**config.mk**
```make
export PLATFORM = sky130hd
export DESIGN_NAME = search_reply_port_scanner_flat
export DESIGN_NICKNAME = d
export VERILOG_FILES = /design/src/rtl/srps_pkg.sv /design/src/rtl/srps_if.sv /design/src/rtl/srps_scan.sv /design/src/rtl/srps_outq.sv /design/src/rtl/search_reply_port_scanner.sv /design/src/flat_wrapper.sv
export SDC_FILE = /design/constraint.sdc
export NUM_CORES = 1
export LEC_CHECK = 0
export ABC_AREA = 0
export BUFFER_PORTS_ARGS = -buffer_cell sky130_fd_sc_hd__buf_2
export CAP_MARGIN = 20
export CORE_ASPECT_RATIO = 1.25
export CORE_MARGIN = 3
export CORE_UTILIZATION = 50
export DETAILED_ROUTE_END_ITERATION = 12
export PLACE_DENSITY = 0.68
export SYNTH_ARGS = -nofsm -noshare
export SYNTH_HDL_FRONTEND = slang
export SYNTH_SLANG_ARGS = --single-unit
export TNS_END_PERCENT = 1
```
**constraint.sdc**
```tcl
create_clock -name clk -period 3.95 [get_ports clk]
set_clock_uncertainty 0.2 [all_clocks]
set_input_delay 0.1975 -clock clk [delete_from_list [all_inputs] [get_ports clk]]
set_output_delay 0.1975 -clock clk [all_outputs]
set_load 0.01 [all_outputs]
```
**src/rtl/srps_pkg.sv**
```systemverilog
// ----------------------------------------------------------------------------
// srps_pkg
// types and constants shared by the search reply port scanner
// ----------------------------------------------------------------------------
`timescale 1ns / 1ps

package srps_pkg;

  // message header size in bytes
  localparam int HEADER_BYTES = 16;

  // configuration register index width and register map
  localparam int CFG_IDX_W  = 1;
  localparam int CFG_DATA_W = 16;

  typedef enum logic [CFG_IDX_W-1:0] {
    REG_PAYLOAD_OFFSET = 1'b0,
    REG_MIN_PORT       = 1'b1
  } cfg_reg_t;

  // register reset values
  localparam logic [7:0]  OFFSET_RESET   = 8'd28;
  localparam logic [15:0] MIN_PORT_RESET = 16'd1024;

  // header match values
  localparam logic [15:0] MATCH_COMMAND = 16'h0006;
  localparam logic [31:0] MATCH_PARAM1  = 32'hFFFF_FFFF;

  // scan phases
  typedef enum logic [1:0] {
    PH_PREFIX = 2'd0,
    PH_HEADER = 2'd1,
    PH_SKIP   = 2'd2,
    PH_DONE   = 2'd3
  } phase_t;

  // result verdict codes
  typedef enum logic [1:0] {
    VERDICT_NONE   = 2'd0,
    VERDICT_ACCEPT = 2'd1,
    VERDICT_REFUSE = 2'd2
  } verdict_t;

  // one result beat
  typedef struct packed {
    verdict_t    verdict;
    logic [15:0] found_port;
  } result_t;

endpackage

```
**src/rtl/srps_if.sv**
```systemverilog
// ----------------------------------------------------------------------------
// srps_if
// valid/ready channels of the port scanner: packet bytes, results, config
// ----------------------------------------------------------------------------
`timescale 1ns / 1ps

// packet byte channel
interface srps_in_if;
  logic       valid;
  logic       ready;
  logic [7:0] data_byte;
  logic       last_byte;

  modport source (output valid, output data_byte, output last_byte, input ready);
  modport sink   (input valid, input data_byte, input last_byte, output ready);
endinterface

// result channel
interface srps_out_if;
  import srps_pkg::*;
  logic        valid;
  logic        ready;
  verdict_t    verdict;
  logic [15:0] found_port;

  modport source (output valid, output verdict, output found_port, input ready);
  modport sink   (input valid, input verdict, input found_port, output ready);
endinterface

// configuration write channel
interface srps_cfg_if;
  import srps_pkg::*;
  logic                  valid;
  logic                  ready;
  logic [CFG_IDX_W-1:0]  index;
  logic [CFG_DATA_W-1:0] data;

  modport source (output valid, output index, output data, input ready);
  modport sink   (input valid, input index, input data, output ready);
endinterface

```
**src/rtl/srps_scan.sv**
```systemverilog
// ----------------------------------------------------------------------------
// srps_scan
// per-byte scan state: prefix skip, header collect, payload skip, match
// ----------------------------------------------------------------------------
`timescale 1ns / 1ps

module srps_scan #(
  parameter int HEADER_BYTES = srps_pkg::HEADER_BYTES
) (
  input  logic              clk,
  input  logic              rst_n,
  input  logic              take,
  input  logic [7:0]        data_byte,
  input  logic              last_byte,
  input  logic [7:0]        payload_offset,
  input  logic [15:0]       min_port,
  output logic              push,
  output srps_pkg::result_t result
);
  import srps_pkg::*;

  localparam int          IDX_W    = $clog2(HEADER_BYTES);
  localparam logic [15:0] LAST_IDX = 16'(HEADER_BYTES - 1);

  phase_t      phase_r, phase_nxt;
  logic [15:0] count_r, count_nxt;
  verdict_t    held_v_r, held_v_nxt;
  logic [15:0] held_p_r, held_p_nxt;
  logic [7:0]  store_r [HEADER_BYTES];

  logic        hdr_take;
  logic [15:0] base;
  verdict_t    scan_v;
  logic [15:0] scan_p;

  // header fields, big-endian; the final header byte is never used
  logic [15:0] command;
  logic [15:0] size;
  logic [15:0] dtype;
  logic [31:0] param1;

  assign command = {store_r[0], store_r[1]};
  assign size    = {store_r[2], store_r[3]};
  assign dtype   = {store_r[4], store_r[5]};
  assign param1  = {store_r[8], store_r[9], store_r[10], store_r[11]};

  // next scan state for one byte
  always_comb begin
    phase_nxt = phase_r;
    count_nxt = count_r;
    scan_v    = held_v_r;
    scan_p    = held_p_r;
    hdr_take  = 1'b0;
    base      = count_r;
    if (take) begin
      unique case (phase_r)
        PH_PREFIX: begin
          if (count_r < {8'd0, payload_offset}) begin
            count_nxt = count_r + 16'd1;
          end else begin
            hdr_take = 1'b1;
            base     = '0;
          end
        end
        PH_SKIP: begin
          if (count_r != 16'd0) begin
            count_nxt = count_r - 16'd1;
          end else begin
            hdr_take = 1'b1;
            base     = '0;
          end
        end
        PH_HEADER: hdr_take = 1'b1;
        PH_DONE:   hdr_take = 1'b0;
      endcase
    end

    // header byte, judge on the final one
    if (hdr_take) begin
      if (base == LAST_IDX) begin
        if (command == MATCH_COMMAND && param1 == MATCH_PARAM1) begin
          scan_p    = dtype;
          scan_v    = (dtype < min_port) ? VERDICT_REFUSE : VERDICT_ACCEPT;
          phase_nxt = PH_DONE;
          count_nxt = '0;
        end else if (size == 16'd0) begin
          phase_nxt = PH_HEADER;
          count_nxt = '0;
        end else begin
          phase_nxt = PH_SKIP;
          count_nxt = size;
        end
      end else begin
        phase_nxt = PH_HEADER;
        count_nxt = base + 16'd1;
      end
    end

    held_v_nxt = scan_v;
    held_p_nxt = scan_p;

    // final byte rearms the scan
    if (take && last_byte) begin
      phase_nxt  = PH_PREFIX;
      count_nxt  = '0;
      held_v_nxt = VERDICT_NONE;
      held_p_nxt = '0;
    end
  end

  assign push              = take & last_byte;
  assign result.verdict    = scan_v;
  assign result.found_port = (scan_v != VERDICT_NONE) ? scan_p : 16'd0;

  // scan state registers
  always_ff @(posedge clk) begin
    if (!rst_n) begin
      phase_r  <= PH_PREFIX;
      count_r  <= '0;
      held_v_r <= VERDICT_NONE;
      held_p_r <= '0;
    end else begin
      phase_r  <= phase_nxt;
      count_r  <= count_nxt;
      held_v_r <= held_v_nxt;
      held_p_r <= held_p_nxt;
    end
  end

  // header byte store
  always_ff @(posedge clk) begin
    if (hdr_take) begin
      store_r[base[IDX_W-1:0]] <= data_byte;
    end
  end

endmodule

```
**src/rtl/srps_outq.sv**
```systemverilog
// ----------------------------------------------------------------------------
// srps_outq
// two-slot result queue: output register plus skid slot
// ----------------------------------------------------------------------------
`timescale 1ns / 1ps

module srps_outq (
  input  logic              clk,
  input  logic              rst_n,
  input  logic              push,
  input  srps_pkg::result_t push_data,
  output logic              has_room,
  output logic              out_valid,
  input  logic              out_ready,
  output srps_pkg::result_t out_data
);
  import srps_pkg::*;

  logic    out_valid_r, out_valid_nxt;
  logic    skid_valid_r, skid_valid_nxt;
  result_t out_r, out_nxt;
  result_t skid_r, skid_nxt;
  logic    pop;

  assign pop       = out_valid_r & out_ready;
  assign has_room  = ~skid_valid_r;
  assign out_valid = out_valid_r;
  assign out_data  = out_r;

  // slot movement
  always_comb begin
    out_valid_nxt  = out_valid_r;
    skid_valid_nxt = skid_valid_r;
    out_nxt        = out_r;
    skid_nxt       = skid_r;
    if (!out_valid_r || pop) begin
      if (skid_valid_r) begin
        out_nxt        = skid_r;
        out_valid_nxt  = 1'b1;
        skid_nxt       = push_data;
        skid_valid_nxt = push;
      end else begin
        out_nxt       = push_data;
        out_valid_nxt = push;
      end
    end else if (push) begin
      skid_nxt       = push_data;
      skid_valid_nxt = 1'b1;
    end
  end

  // valid flags
  always_ff @(posedge clk) begin
    if (!rst_n) begin
      out_valid_r  <= 1'b0;
      skid_valid_r <= 1'b0;
    end else begin
      out_valid_r  <= out_valid_nxt;
      skid_valid_r <= skid_valid_nxt;
    end
  end

  // payload slots
  always_ff @(posedge clk) begin
    out_r  <= out_nxt;
    skid_r <= skid_nxt;
  end

endmodule

```
**src/rtl/search_reply_port_scanner.sv**
```systemverilog
// ----------------------------------------------------------------------------
// search_reply_port_scanner
// scans a packet for a search reply header and reports the announced port
// ----------------------------------------------------------------------------
// Takes packet bytes, counted from the IP header, and gives one registered
// result beat for each beat flagged as the last byte of a packet. Each byte
// costs one counter step and one compare in the scan registers, so a new byte
// is taken every cycle while the output queue has room. Results pass through a
// two-slot output queue; the byte channel stalls only while both slots hold
// results that the sink has not taken. Configuration writes are taken every
// cycle and apply from the next byte. No clearing pass follows reset.
`timescale 1ns / 1ps

module search_reply_port_scanner #(
  parameter int HEADER_BYTES = srps_pkg::HEADER_BYTES
) (
  input logic              clk,
  input logic              rst_n,
  srps_in_if.sink          in_ch,
  srps_out_if.source       out_ch,
  srps_cfg_if.sink         cfg_ch
);
  import srps_pkg::*;

  logic [7:0]  offset_r, offset_nxt;
  logic [15:0] min_port_r, min_port_nxt;
  logic        take;
  logic        push;
  logic        has_room;
  result_t     scan_res;
  result_t     out_res;

  // configuration registers
  assign cfg_ch.ready = 1'b1;

  always_comb begin
    offset_nxt   = offset_r;
    min_port_nxt = min_port_r;
    if (cfg_ch.valid) begin
      unique case (cfg_reg_t'(cfg_ch.index))
        REG_PAYLOAD_OFFSET: offset_nxt   = cfg_ch.data[7:0];
        REG_MIN_PORT:       min_port_nxt = cfg_ch.data;
      endcase
    end
  end

  always_ff @(posedge clk) begin
    if (!rst_n) begin
      offset_r   <= OFFSET_RESET;
      min_port_r <= MIN_PORT_RESET;
    end else begin
      offset_r   <= offset_nxt;
      min_port_r <= min_port_nxt;
    end
  end

  // byte beat handshake
  assign in_ch.ready = has_room;
  assign take        = in_ch.valid & has_room;

  srps_scan #(
    .HEADER_BYTES (HEADER_BYTES)
  ) u_scan (
    .clk            (clk),
    .rst_n          (rst_n),
    .take           (take),
    .data_byte      (in_ch.data_byte),
    .last_byte      (in_ch.last_byte),
    .payload_offset (offset_r),
    .min_port       (min_port_r),
    .push           (push),
    .result         (scan_res)
  );

  srps_outq u_outq (
    .clk       (clk),
    .rst_n     (rst_n),
    .push      (push),
    .push_data (scan_res),
    .has_room  (has_room),
    .out_valid (out_ch.valid),
    .out_ready (out_ch.ready),
    .out_data  (out_res)
  );

  // result beat payload
  assign out_ch.verdict    = out_res.verdict;
  assign out_ch.found_port = out_res.found_port;

endmodule

```
**src/flat_wrapper.sv**
```systemverilog
// flat-port wrapper written by rule: the top's interface ports become plain ports
module search_reply_port_scanner_flat import srps_pkg::*;
#(
  parameter int HEADER_BYTES = srps_pkg::HEADER_BYTES
)
  (clk, rst_n, in_ch_valid, in_ch_data_byte, in_ch_last_byte, in_ch_ready, out_ch_valid, out_ch_verdict, out_ch_found_port, out_ch_ready, cfg_ch_valid, cfg_ch_index, cfg_ch_data, cfg_ch_ready);
  srps_in_if in_ch_i ();
  srps_out_if out_ch_i ();
  srps_cfg_if cfg_ch_i ();
  input logic clk;
  input logic rst_n;
  input wire logic [$bits(in_ch_i.valid)-1:0] in_ch_valid;
  input wire logic [$bits(in_ch_i.data_byte)-1:0] in_ch_data_byte;
  input wire logic [$bits(in_ch_i.last_byte)-1:0] in_ch_last_byte;
  output wire logic [$bits(in_ch_i.ready)-1:0] in_ch_ready;
  output wire logic [$bits(out_ch_i.valid)-1:0] out_ch_valid;
  output wire logic [$bits(out_ch_i.verdict)-1:0] out_ch_verdict;
  output wire logic [$bits(out_ch_i.found_port)-1:0] out_ch_found_port;
  input wire logic [$bits(out_ch_i.ready)-1:0] out_ch_ready;
  input wire logic [$bits(cfg_ch_i.valid)-1:0] cfg_ch_valid;
  input wire logic [$bits(cfg_ch_i.index)-1:0] cfg_ch_index;
  input wire logic [$bits(cfg_ch_i.data)-1:0] cfg_ch_data;
  output wire logic [$bits(cfg_ch_i.ready)-1:0] cfg_ch_ready;
  assign in_ch_i.valid = in_ch_valid;
  assign in_ch_i.data_byte = in_ch_data_byte;
  assign in_ch_i.last_byte = in_ch_last_byte;
  assign in_ch_ready = in_ch_i.ready;
  assign out_ch_valid = out_ch_i.valid;
  assign out_ch_verdict = out_ch_i.verdict;
  assign out_ch_found_port = out_ch_i.found_port;
  assign out_ch_i.ready = out_ch_ready;
  assign cfg_ch_i.valid = cfg_ch_valid;
  assign cfg_ch_i.index = cfg_ch_index;
  assign cfg_ch_i.data = cfg_ch_data;
  assign cfg_ch_ready = cfg_ch_i.ready;
  search_reply_port_scanner #(.HEADER_BYTES(HEADER_BYTES)) u_core (.clk(clk), .rst_n(rst_n), .in_ch(in_ch_i), .out_ch(out_ch_i), .cfg_ch(cfg_ch_i));
endmodule
```
# [Word-level counts from Yosys, hierarchy flattened]
# Memory sizes are Yosys's and may differ from the RTL's.
# Cells that the tools add are included.
[word_totals] ff_bits=98 ram_bits=128 in_bits=31 output_inout_bits=21 memories=1
[mem_list] memory="u_core.u_scan.store_r" depth=16 width=8 rd=10 rd_clocked_by_memory_dff=0 wr=1 line_no="srps_scan.sv:29" rtl="logic [7:0] store_r [HEADER_BYTES];"
[classes] addsub=3 n_lt_le_gt_ge=2 eq_ne=9 mux=37 bitwise_logic=6 n_reduce_logical=16
[ops] cell="$mux W16" count=14
[ops] cell="$mux W18" count=4
[ops] cell="$pmux W16 S2" count=2
[ops] cell="$add A16 B1 Y16 const B" count=2
[ops] cell="$eq A32 B32 Y1 const B" count=1
[ops] cell="$eq A16 B3 Y1 const B" count=1
[ops] cell="$eq A16 B4 Y1 const B" count=1
[ops] cell="$logic_not A16 Y1" count=1
[ops] cell="$lt A16 B16 Y1" count=1
[ops] cell="$lt A16 B8 Y1" count=1
[ops] cell="$reduce_bool A16 Y1" count=1
[ops] cell="$sub A16 B1 Y16 const B" count=1
[ops] cell="$mux W2" count=7
[ops] cell="$mux W1" count=9
[ops] cell="$ne A3 B3 Y1 const B" count=2
[ops] cell="$reduce_and A2 Y1" count=3
[ops] cell="$reduce_bool A2 Y1" count=3
[ops] cell="$eq A2 B2 Y1 const B" count=2
[ops] cell="$pmux W1 S4" count=1
[ops] cell="$reduce_and A4 Y1" count=1
[ops] cell="$and A1 B1 Y1" count=3
[ops] cell="$not A1 Y1" count=3
[ops] cell="$reduce_bool A3 Y1" count=1
[ops] cell="$eq A2 B1 Y1 const B" count=1
[ops] cell="other kinds (6)" count=7

# [Logic depth before layout (Yosys ltp)]
# Gate-level depths: netlist (run 1).
[logic_depth] depth_word=11 depth_mapped=17 depth_no_buf=16

# [Modules after synthesis]
# Synthesis (run 1) repeated with hierarchy kept, for this count alone.
[unflattened] hier_cells=760 hier_area_um2=8600.7
[by_module_without_submodules] module="srps_scan" instances=1 cells_each=589 area_per_inst_um2=6138.4 seq_area_each_um2=3123.0
[by_module_without_submodules] module="srps_outq" instances=1 cells_each=66 area_per_inst_um2=1462.7 seq_area_each_um2=1121.1
[by_module_without_submodules] module="search_reply_port_scanner" instances=1 cells_each=105 area_per_inst_um2=999.7 seq_area_each_um2=480.5

# [Worst setup path before layout (run 1)]
# Ideal clock, no wire load.
[synth_timing] path_type="register to register" startpoint="register u_core.u_scan.count_r[1]" endpoint="register u_core.u_outq.out_r (netlist bit u_core.u_outq.out_data[10]), data pin" setup_time_ns=0.257 arrival_time_ns=3.220 setup_slack_ns=0.273 path_stages_with_launch=16 n_path_buf=2 synth_period_minus_slack_ns=3.677 cell_sequence="dfxtp_1 > ha_1 > a21o_1 > a211o_1 > a21oi_1 > nor2_1 > nor2_1 > ha_1 > nand3_1 > nor2_1 > o21ai_2 > or3_1 > buf_6 > buf_12 > mux2i_4 > o21ai_2"
[synth_between] elab_chain_cells=10 word_cells_on_any_way=18 cone_classes="order compare (1); eq/ne (1); mux (14); reduce/logical (2)"
[synth_lines] item="start: declaration" line_no="srps_scan.sv:26" rtl="logic [15:0] count_r, count_nxt;"
[synth_lines] item="start signal: assignment" line_no="srps_scan.sv:124" rtl="count_r <= count_nxt;"
[synth_lines] item="$lt A16 B8 Y1 or $reduce_bool A16 Y1 (tied branches)" line_no="srps_scan.sv:58, srps_scan.sv:66"
[synth_lines] item="$mux W16 (on tied branches)" line_no="srps_scan.sv:58, srps_scan.sv:66"
[synth_lines] item="$pmux W16 S2" line_no="srps_scan.sv:56" rtl="unique case (phase_r)"
[synth_lines] item="$mux W16" line_no="srps_scan.sv:55" rtl="if (take) begin"
[synth_lines] item="$eq A16 B4 Y1" line_no="srps_scan.sv:80" rtl="if (base == LAST_IDX) begin"
[synth_lines] item="$mux W2" line_no="srps_scan.sv:80"
[synth_lines] item="$mux W2" line_no="srps_scan.sv:79" rtl="if (hdr_take) begin"
[synth_lines] item="$reduce_bool A2 Y1" line_no="srps_scan.sv:113" rtl="assign result.found_port = (scan_v != VERDICT_NONE) ? scan_p : 16'd0;"
[synth_lines] item="$mux W16 *" line_no="srps_scan.sv:113"
[synth_lines] item="$mux W18 *" line_no="srps_outq.sv:37" rtl="if (skid_valid_r) begin"
[synth_lines] item="end signal: assignment" line_no="srps_outq.sv:65" rtl="out_r <= out_nxt;"
[synth_lines] item="end: declaration" line_no="srps_outq.sv:21" rtl="result_t out_r, out_nxt;"
# Mark *: on every way between the ends. The rest lies on a longest branch, timed or not.
# A chain may end at the register's enable or synchronous reset.

# [Worst setup path after layout (run 1)]
[layout_timing] startpoint="register u_core.u_scan.count_r[5]" endpoint="register u_core.u_outq.out_r (netlist bit u_core.u_outq.out_data[14]), data pin"
# The elaborated chain is that of the path after synthesis.

==> results.json, run 1 <==
{
  "status": "completed",
  "place_area_um2": 9105,
  "synth_cell_types": 67,
  "cts_tree": "done",
  "gr-total-overflow": 0,
  "p_sw_frac": 0.2427,
  "routedWlPerCell_um": 18.86,
  "combPwrFrac": 0.104,
  "worstPathRequired_ns": 3.93,
  "cellPowerDensity_nw_per_um2": 419.3,
  "die_width_um": 122.3,
  "core_um2": 16400,
  "drt_pass1_iterations": 5,
  "portBuffers": 50,
  "synth_cells": 752,
  "worstPathMaxFanout": 9,
  "max-cap-violations": 0,
  "antenna_found_initial": 0,
  "synth_edf_count": 116,
  "asyncSetResetFlopFracSynth": 0,
  "cp-startpoint": "u_core.u_scan.count_r[5]",
  "r2r_cells": 15,
  "fmax_ghz": 0.2706,
  "drcViolationCount": 0,
  "p_int_uw": 3191,
  "period_minus_slack_ns": 3.695,
  "power_uw": 4213,
  "cts_max_level": 4,
  "synth.avg_cell_area_um2": 11.24,
  "rrSetupSlack_ns": 0.25,
  "cts.sink_count": 178,
  "antenna_left": 0,
  "grt_pass1_wl_um": 32290,
  "p_leak_uw": 0.003768,
  "final_area_um2": 10050,
  "final_nets": 935,
  "dieArea_um2": 18500,
  "clk_pin_slew_ns": 0.07,
  "synth_area_um2": 8449,
  "viasPerCell": 5.708,
  "synth_nets": 824,
  "timing.slew.headroom": 0.3453,
  "grt_max_degree": 29,
  "hold_violations": 0,
  "power_frac_clock": 0.406,
  "switching_power_uw": 1022,
  "cts-root-buf": "clkbuf_16",
  "crit_path_cell_trace": "ha_1 -> a21o_1 -> a21oi_1 -> o211ai_1 -> a21oi_1 -> nor2_1 -> nor2_1 -> ha_1 -> nand3_1 -> nor2_2 -> o21ai_2 -> or3_4 -> buf_4 -> mux2i_4 -> o21ai_2",
  "seqPwrFrac": 0.490,
  "cts_buffers": 17,
  "syn2layout_area_growth_pct": 18.93,
  "critPathLaunchType": "flip-flop",
  "dp.cells": 1027,
  "endpoint": "u_core.u_outq.out_data[14]",
  "gp_congestion": 0.9290,
  "io-pin-count": 52,
  "slew_violations": 0,
  "synth_flop_cell": "edfxtp_1",
  "worst_path_max_delay_cell": "or3_4",
  "die_y_um": 151.3,
  "clock_path_buffers": 2,
  "r2r-end": "u_core.u_outq.out_data[14]",
  "ys_seq_area_frac": 0.5592,
  "start_util": 0.5153,
  "synth_seq_cells": 178,
  "ir_drop_mv": 0.2877,
  "path_class": "reg -> reg",
  "max_stage_delay_ns": 0.48,
  "r2r-start": "u_core.u_scan.count_r[5]",
  "num_rows": 52,
  "fin_crit_sh": 0.9355,
  "worst_pin_slew_ns": 0.9796,
  "grt_util_all_layers": 0.2298,
  "drive_gt1_frac": 0.1849,
  "drt_iter0_drc": 431,
  "clk-insertion-delay-late_ns": 0.43,
  "layoutNonFillerInstCount": 1092,
  "ys.warnings.count": 0,
  "finalWirelength_um": 20590,
  "vias": 6233,
  "worstPathArrival_ns": 3.67,
  "setup.worst_path.end_class": "flip-flop",
  "dp_hpwl_um": 14560,
  "holdCritPathClass": "in -> reg",
  "rsz0062_at_grt": "no",
  "grt_pass1_vias": 6349,
  "setup_viol": 0,
  "final.setup.tns_ns": 0,
  "n_antenna_cell": 0
}
==> power by group through the flow <==
| stage | registers (uW) | clock network (uW) | logic, uW |
|---|---|---|---|
| 5_1_grt | 2070 | 1810 | 477 |
| 6_report | 2060 | 1710 | 438 |
| 4_1_cts | 2060 | 1740 | 432 |
| 2_1_floorplan | 2110 | 0 | 245 |
| 3_5_place_dp | 2110 | 0 | 405 |
| 3_3_place_gp | 2100 | 0 | 404 |
==> area by class of cell <==
class | instances | area [um2]
Sequential cell | 178 | 4725
Multi-Input combinational cell | 503 | 3420
Fill cell | 1338 | 6347
Clock inverter | 12 | 141.4
Clock buffer | 20 | 456.7
Timing Repair Buffer | 123 | 885.9
Inverter | 40 | 150.1
Tap cell | 216 | 270.3
==> metrics by stage <==
stage                     setup slack (ns)    util  hold slack, ns
final                               0.2549  0.6129         0.04436
after global routing               0.05845  0.6129         0.06705
after CTS                          0.07986  0.6110         0.02270
after detailed placement          -0.01980  0.5553          0.2548
after global placement             0.08188  0.5553          0.2329
after floorplan                     0.2726       -         0.09637
==> worst max-delay path, delay by kind of cell (launching register included) <==
family	cells	cell delay, ns
buf+inv	1	0.26
mux	1	0.22
compound gates	6	0.83
flops	1	0.41
simple gates	5	1.05
fa+ha+maj	2	0.48
==> layer usage <==
metal / wire (um) / track usage
met4: 1000 / 0.1300
met1: 8540 / 0.2693
met2: 10320 / 0.3937
met3: 736 / 0.04371
met5: 0 / 0
==> synthesized netlist by cell type, drive strengths merged, types with 5 or more instances <==
library cell	n	area, um2
dfxtp	62	1241
xnor2	11	96.34
nand3	19	95.09
buf	8	78.82
nor3	23	131.4
a21boi	21	157.7
xor2	8	70.07
edfxtp	116	3483
nor4	12	93.84
ha	40	500.5
o21ai	46	271.5
nand2b	12	75.07
nand2	87	326.6
clkbuf	23	86.33
a21o	10	75.07
o211ai	10	75.07
a21oi	29	156.4
nand4	14	102.6
mux2i	16	285.3
nor2	63	236.5
and3	5	31.28
inv	40	150.1
a31oi	9	56.30
==> state kept, by name, summed over array words and instances, names as in the netlist <==
name / cells
u_core.u_scan.phase_r: 2
u_core.u_scan.held_p_r: 16
u_core.u_scan.store_r: 80
u_core.min_port_r: 16
u_core.u_outq.skid_r: 18
u_core.u_scan.count_r: 16
u_core.u_outq.out_data: 18
u_core.u_outq.out_valid: 1
u_core.offset_r: 8
u_core.u_scan.held_v_r: 2
u_core.u_outq.skid_valid_r: 1
==> cell usage in the layout, fill, tap and decap left out, drive strengths merged, types with 4 or more instances in the layout <==
cell type and instances:
nor2 63, nor3b 4, a21o 10, nand2 87
mux2i 16, clkbuf 20, o211ai 10, nor3 23
a221oi 4, xnor2 11, and3 5, a21boi 21
o31ai 4, o21ai 46, a21oi 29, nor4 12
nand2b 12, inv 47, ha 40, edfxtp 116
and2 4, xor2 8, o21a 4, buf 91
dfxtp 62, dlygate4sd3 32, nand4 14, a211oi 4
nand3 19, or3 4, a31oi 9
==> repair_timing <==
action / CTS / global route
hold buffers: 31 / 1
resized for setup: 2 / 2
endpoints found under the hold margin: 106 / 1
setup endpoints to repair: 9 / 15
buffers inserted: 0 / 0
==> logic make-up (layout without fill, tap and decap cells) <==
logic type	count (synthesis)	count (layout)	share of synthesized area
buffers and inverters	71	195	0.03732
AOI/OAI and AO/OA	165	165	0.1355
xor gates and xnor gates	19	19	0.01969
other	1	1	0.0004438
adders and majority gates	41	41	0.06160
DFF	178	178	0.5592
and+or+nand+nor	261	261	0.1525
muxes	16	16	0.03376
==> how the worst min path moves through the flow <==
stage,startpoint,endpoint,cells past startpoint
2_1_floorplan,in_ch_data_byte[0],u_core.u_scan.store_r[0][0],0
3_3_place_gp,cfg_ch_data[10],u_core.min_port_r[10],3
3_5_place_dp,cfg_ch_data[10],u_core.min_port_r[10],3
4_1_cts,cfg_ch_index,u_core.offset_r[6],4
5_1_grt,cfg_ch_index,u_core.offset_r[6],4
6_report,cfg_ch_index,u_core.offset_r[7],4
No activity file was read; power rests on OpenSTA's default activity.
==> run 2: changes to the inputs <==
Settings changed: CORE_ASPECT_RATIO 1.25 to not set.
==> run 2 against run 1 <==
Net effect:
- design area is 0.41% lower
- final cell count shrank 0.82%
- worst setup slack worse by 0.029 ns
- worst hold slack better by 0.027 ns
- clock-buffer cell count shrank 3
- register-to-register slack lost 0.03 ns
- via count is 1.7% lower
- die area about the same
- maximum frequency decreased by 0.79%
- global-route usage fell by 0.42 points
- critical path depth is the same
- critical endpoint is now u_core.u_outq.out_data[16]
- largest cell class unchanged
- highest routed layer unchanged
==> results.json, run 2 (synthesis results as in run 1) <==
{
  "status": "completed",
  "p_leak_uw": 0.003690,
  "grt_pass1_vias": 5968,
  "p_int_uw": 3152,
  "switching_power_uw": 1054,
  "vias": 6129,
  "worstPathRequired_ns": 3.93,
  "drt_pass1_iterations": 5,
  "gp_congestion": 0.9922,
  "routedWlPerCell_um": 18.69,
  "grt-busiest-layer": "met2",
  "timing.slew.headroom": 0.3368,
  "slew_violations": 0,
  "holdCritPathClass": "in -> reg",
  "core_um2": 16230,
  "power_frac_clock": 0.407,
  "dp_hpwl_um": 14030,
  "portBuffers": 50,
  "dieArea_um2": 18490,
  "final_nets": 925,
  "cts_buffers": 17,
  "cellPowerDensity_nw_per_um2": 420.3,
  "holdPathStages": 4,
  "syn2layout_area_growth_pct": 18.44,
  "antenna_left": 0,
  "die_y_um": 136.0,
  "max-cap-violations": 0,
  "grt_max_degree": 29,
  "drcViolationCount": 0,
  "worstPathMaxFanout": 17,
  "grt_util_met2": 0.3623,
  "final_util": 0.6166,
  "cts_tree": "done",
  "finalWirelength_um": 20250,
  "clock_path_buffers": 2,
  "clk_pin_slew_ns": 0.07,
  "critPathLaunchType": "flip-flop",
  "drive_gt1_frac": 0.1882,
  "worstPathArrival_ns": 3.70,
  "min_from": "cfg_ch_index",
  "r2r-start": "u_core.offset_r[1]",
  "final_cell_mix": "116 x edfxtp_1, 87 x nand2_1, 62 x nor2_1, 62 x dfxtp_1, 50 x buf_2",
  "start_util": 0.5206,
  "grt_pass1_wl_um": 31820,
  "fmax_ghz": 0.2685,
  "ir_drop_mv": 0.5480,
  "io-pin-count": 52,
  "gr-total-overflow": 0,
  "r2r-end": "u_core.u_outq.out_data[16]",
  "grt_util_all_layers": 0.2256,
  "viasPerCell": 5.659,
  "grt_use_met3": 0.04071,
  "drt_iter0_drc": 513,
  "final.setup.tns_ns": 0,
  "worst_pin_slew_ns": 0.9872,
  "mostFrequentLayoutCell": "edfxtp_1",
  "antenna_found_initial": 1,
  "die_width_um": 136.0,
  "r2r_cells": 15,
  "setup.worst_path.end_class": "flip-flop",
  "hold_violations": 0,
  "cts_max_level": 4,
  "cts_setup_buffers": 0,
  "rrSetupSlack_ns": 0.23,
  "setup_viol": 0,
  "num_rows": 46,
  "combPwrFrac": 0.101,
  "fin_crit_sh": 0.9429,
  "holdPathEnd": "u_core.offset_r[6]",
  "clk-insertion-delay-late_ns": 0.44,
  "cts-root-buf": "clkbuf_16",
  "p_sw_frac": 0.2505,
  "seqPwrFrac": 0.492,
  "period_minus_slack_ns": 3.725,
  "path_class": "reg -> reg",
  "cts.sink_count": 178,
  "rsz0062_at_grt": "no",
  "grt.met1_usage": 0.3134,
  "largest_reg_flops": 80
}
==> run 2: cell count changes in the layout (fill, tap and decap cells not counted), sizes merged <==
cell and change:
buf -6, clkinvlp +4, dlygate4sd3 -4, clkbuf -3, inv -2, clkinv +1, diode +1
==> run 2: area by class of cell <==
cell class,instances,area (um2)
fillers,1286,6223
flip-flops and latches,178,4725
multi-input cells,503,3453
repair buffers,113,805.8
clock buffers,17,425.4
well taps,216,270.3
clock inverters,15,175.2
inverters,40,150.1
diodes,1,2.502
==> run 2: stage by stage <==
step	cells	power, uW	hold slack (ns)	setup slack [ns]	cell area [um2]
2_1_floorplan	752	2352	0.09637	0.2726	8449
3_3_place_gp	1022	2492	0.2302	0.1392	9080
3_5_place_dp	1022	2500	0.2463	-0.0008049	9080
4_1_cts	1082	4205	0.06289	0.02710	9961
5_1_grt	1083	4342	0.1147	0.01741	10010
6_report	1083	4206	0.07184	0.2255	10010
==> run 2: how the worst max path moves through the flow <==
stage | cells past startpoint | from | to
6_report | 15 | u_core.offset_r[1] | u_core.u_outq.out_data[16]
5_1_grt | 14 | u_core.u_scan.count_r[5] | u_core.u_outq.out_data[15]
4_1_cts | 15 | u_core.offset_r[1] | u_core.u_outq.out_data[0]
3_5_place_dp | 13 | u_core.u_scan.count_r[11] | u_core.u_outq.out_data[4]
3_3_place_gp | 13 | u_core.u_scan.count_r[11] | u_core.u_outq.out_data[1]
2_1_floorplan | 15 | u_core.u_scan.count_r[1] | u_core.u_outq.out_data[10]
==> run 2: worst max-delay path: stages (launching register included) <==
cell     delay, ns
dfxtp_1       0.33
inv_1         0.05
ha_1          0.27
a21o_1        0.16
a211o_1       0.34
a21oi_2       0.17
nor2_1        0.11
nor2_1        0.17
ha_1          0.22
nand3_2       0.13
nor2_4        0.16
o21ai_2       0.14
or3_1         0.41
buf_12        0.21
nor3_4        0.29
o31ai_1       0.10
==> run 2: repair_timing <==
action	4_1_cts	5_1_grt
pin swaps	0	2
endpoints found under the hold margin	106	0
hold buffers	28	0
setup endpoints to repair	3	50
gates resized for setup	1	10
==> run 2: routing by layer <==
layer / part of all wire / vias to the layer above
met5: 0 / -
met4: 0.019 / 0
met3: 0.052 / 35
met2: 0.48 / 199
met1: 0.45 / 2943
li1: - / 2952
==> run 2: power groups by stage <==
| stage | Clock [uW] | Combinational [uW] | Sequential (uW) |
|---|---|---|---|
| final | 1710 | 427 | 2070 |
| after global routing | 1800 | 465 | 2070 |
| after CTS | 1720 | 416 | 2070 |
| after detailed placement | 0 | 392 | 2110 |
| after global placement | 0 | 386 | 2110 |
| after floorplan | 0 | 245 | 2110 |
==> run 3: changes to the inputs <==
==> constraint.sdc (replaced) <==
create_clock -name clk -period 3.95 [get_ports clk]
set_clock_uncertainty 0.2 [all_clocks]
set_input_delay 0.395 -clock clk [delete_from_list [all_inputs] [get_ports clk]]
set_output_delay 0.395 -clock clk [all_outputs]
set_load 0.01 [all_outputs]
==> run 3 against run 2 <==
Net effect:
- maximum frequency down 1.1%
- design area down 2.9%
- die area is the same
- worst hold slack worse by 0.065 ns
==> results.json, run 3 (synthesis results as in run 1) <==
{
  "hold_violations": 0,
  "finalWirelength_um": 19630,
  "power_uw": 4142,
  "gr-total-overflow": 0,
  "setup_viol": 0,
  "worstPathMaxFanout": 17,
  "start_util": 0.5206,
  "gp_congestion": 0.9921,
  "grt_pass1_wl_um": 30960,
  "timing.slew.headroom": 0.3054,
  "cts_tree": "done",
  "drt_iter0_drc": 565,
  "core_um2": 16230,
  "status": "completed",
  "final_cell_mix": "116 x edfxtp_1, 87 x nand2_1, 62 x dfxtp_1, 61 x nor2_1, 50 x buf_2",
  "final.setup.tns_ns": 0,
  "final_nets": 900,
  "cellPowerDensity_nw_per_um2": 426.2,
  "portBuffers": 50,
  "cts.sink_count": 178,
  "die_y_um": 136.0,
  "cts-root-buf": "clkbuf_16",
  "drt_pass1_iterations": 5,
  "holdCritPathClass": "in -> reg",
  "worstPathArrival_ns": 3.74,
  "grt_util_all_layers": 0.2191,
  "io-pin-count": 52,
  "dp_hpwl_um": 13910,
  "slew_violations": 0,
  "viasPerCell": 5.755,
  "routedWlPerCell_um": 18.57,
  "critPathLaunchType": "flip-flop",
  "cts_buffers": 17,
  "mostFrequentLayoutCell": "edfxtp_1",
  "ir_drop_mv": 0.4307,
  "layoutNonFillerInstCount": 1057,
  "die_width_um": 136.0,
  "largest_reg_flops": 80,
  "max-cap-violations": 0,
  "clk_pin_slew_ns": 0.07,
  "p_leak_uw": 0.003596,
  "grt_pass1_vias": 5776,
  "setup.worst_path.end_class": "flip-flop",
  "dp.cells": 1021,
  "clk-insertion-delay-late_ns": 0.43,
  "n_antenna_cell": 0,
  "antenna_left": 0,
  "dieArea_um2": 18490,
  "syn2layout_area_growth_pct": 15.05,
  "vias": 6083,
  "setup_ws_ns": 0.1849,
  "fin_crit_sh": 0.9532,
  "post-place-ws_ns": 0.02991,
  "path_class": "reg -> reg",
  "worst_pin_slew_ns": 1.042,
  "period_minus_slack_ns": 3.765,
  "clock_path_buffers": 2,
  "fmax_ghz": 0.2656,
  "num_rows": 46,
  "drive_gt1_frac": 0.1914,
  "grt_max_degree": 29,
  "cts_max_level": 4,
  "drcViolationCount": 0,
  "worstPathRequired_ns": 3.92,
  "antenna_found_initial": 1
}
[run 3: cell types whose count changed in the layout (fill, tap and decap cells not counted), sizes merged]
cell	change
dlygate4sd3	-26
inv	+3
buf	+1
bufinv	-1
clkinv	-1
clkinvlp	-1
diode	-1
[run 3: layout make-up]
class / count / area [um2]
fill: 1325 / 6510
sequential: 178 / 4725
multi-input combinational: 503 / 3431
timing repair buffer: 88 / 553.0
clock buffer: 17 / 425.4
tap: 216 / 270.3
clock inverter: 15 / 166.4
inverter: 40 / 150.1
[run 3: what timing repair did]
action                                  CTS  global route
hold buffers                              2             0
endpoints found under the setup margin    0            46
resized for setup                         0             7
buffers inserted                          0             2
hold endpoints to repair                  2             0
[run 3: critical path, cell delays in order (launching register included)]
cell and delay (ns):
dfxtp_1 0.36, nor4_2 0.40, and2_4 0.25, nand4_4 0.11, a211o_1 0.36, nor2_2 0.20
nor2_1 0.09, ha_1 0.22, nand3_1 0.17, nor2_4 0.06, o21ai_2 0.16, or3_1 0.21
buf_12 0.24, mux2i_2 0.32, o21ai_0 0.12
[run 3: path summary, 6_finish.rpt]
check                            start                         to  slack, ns  cells after the start
max          u_core.u_scan.count_r[11]  u_core.u_outq.out_data[0]       0.18                     14
max reg2reg  u_core.u_scan.count_r[11]  u_core.u_outq.out_data[0]       0.18                     14
min                    cfg_ch_data[12]      u_core.min_port_r[12]      0.007                      3
min reg2reg       u_core.min_port_r[3]       u_core.min_port_r[3]       0.26                      2
[run 3: per-stage QoR]
step,instance area (um2),hold WS [ns],util
after global routing,9721,0.005871,0.5989
after global placement,9072,0.2546,0.5590
after floorplan,8449,0.2435,-
final,9721,0.006592,0.5989
after CTS,9684,0.0007274,0.5967
after detailed placement,9072,0.2574,0.5590
[run 3: per-layer routing]
metal  up-vias  share of wire  global-route usage
met5         -        0.00066                   0
met4         2          0.018             0.06663
met3        39          0.061             0.05107
met2       215           0.46              0.3390
met1      2919           0.46              0.3093
li1       2908              -                   -
[run 3: report_power, final]
part | internal (uW) | switching [uW]
Sequential | 2030 | 32.2
Combinational | 149 | 256
Clock | 899 | 771
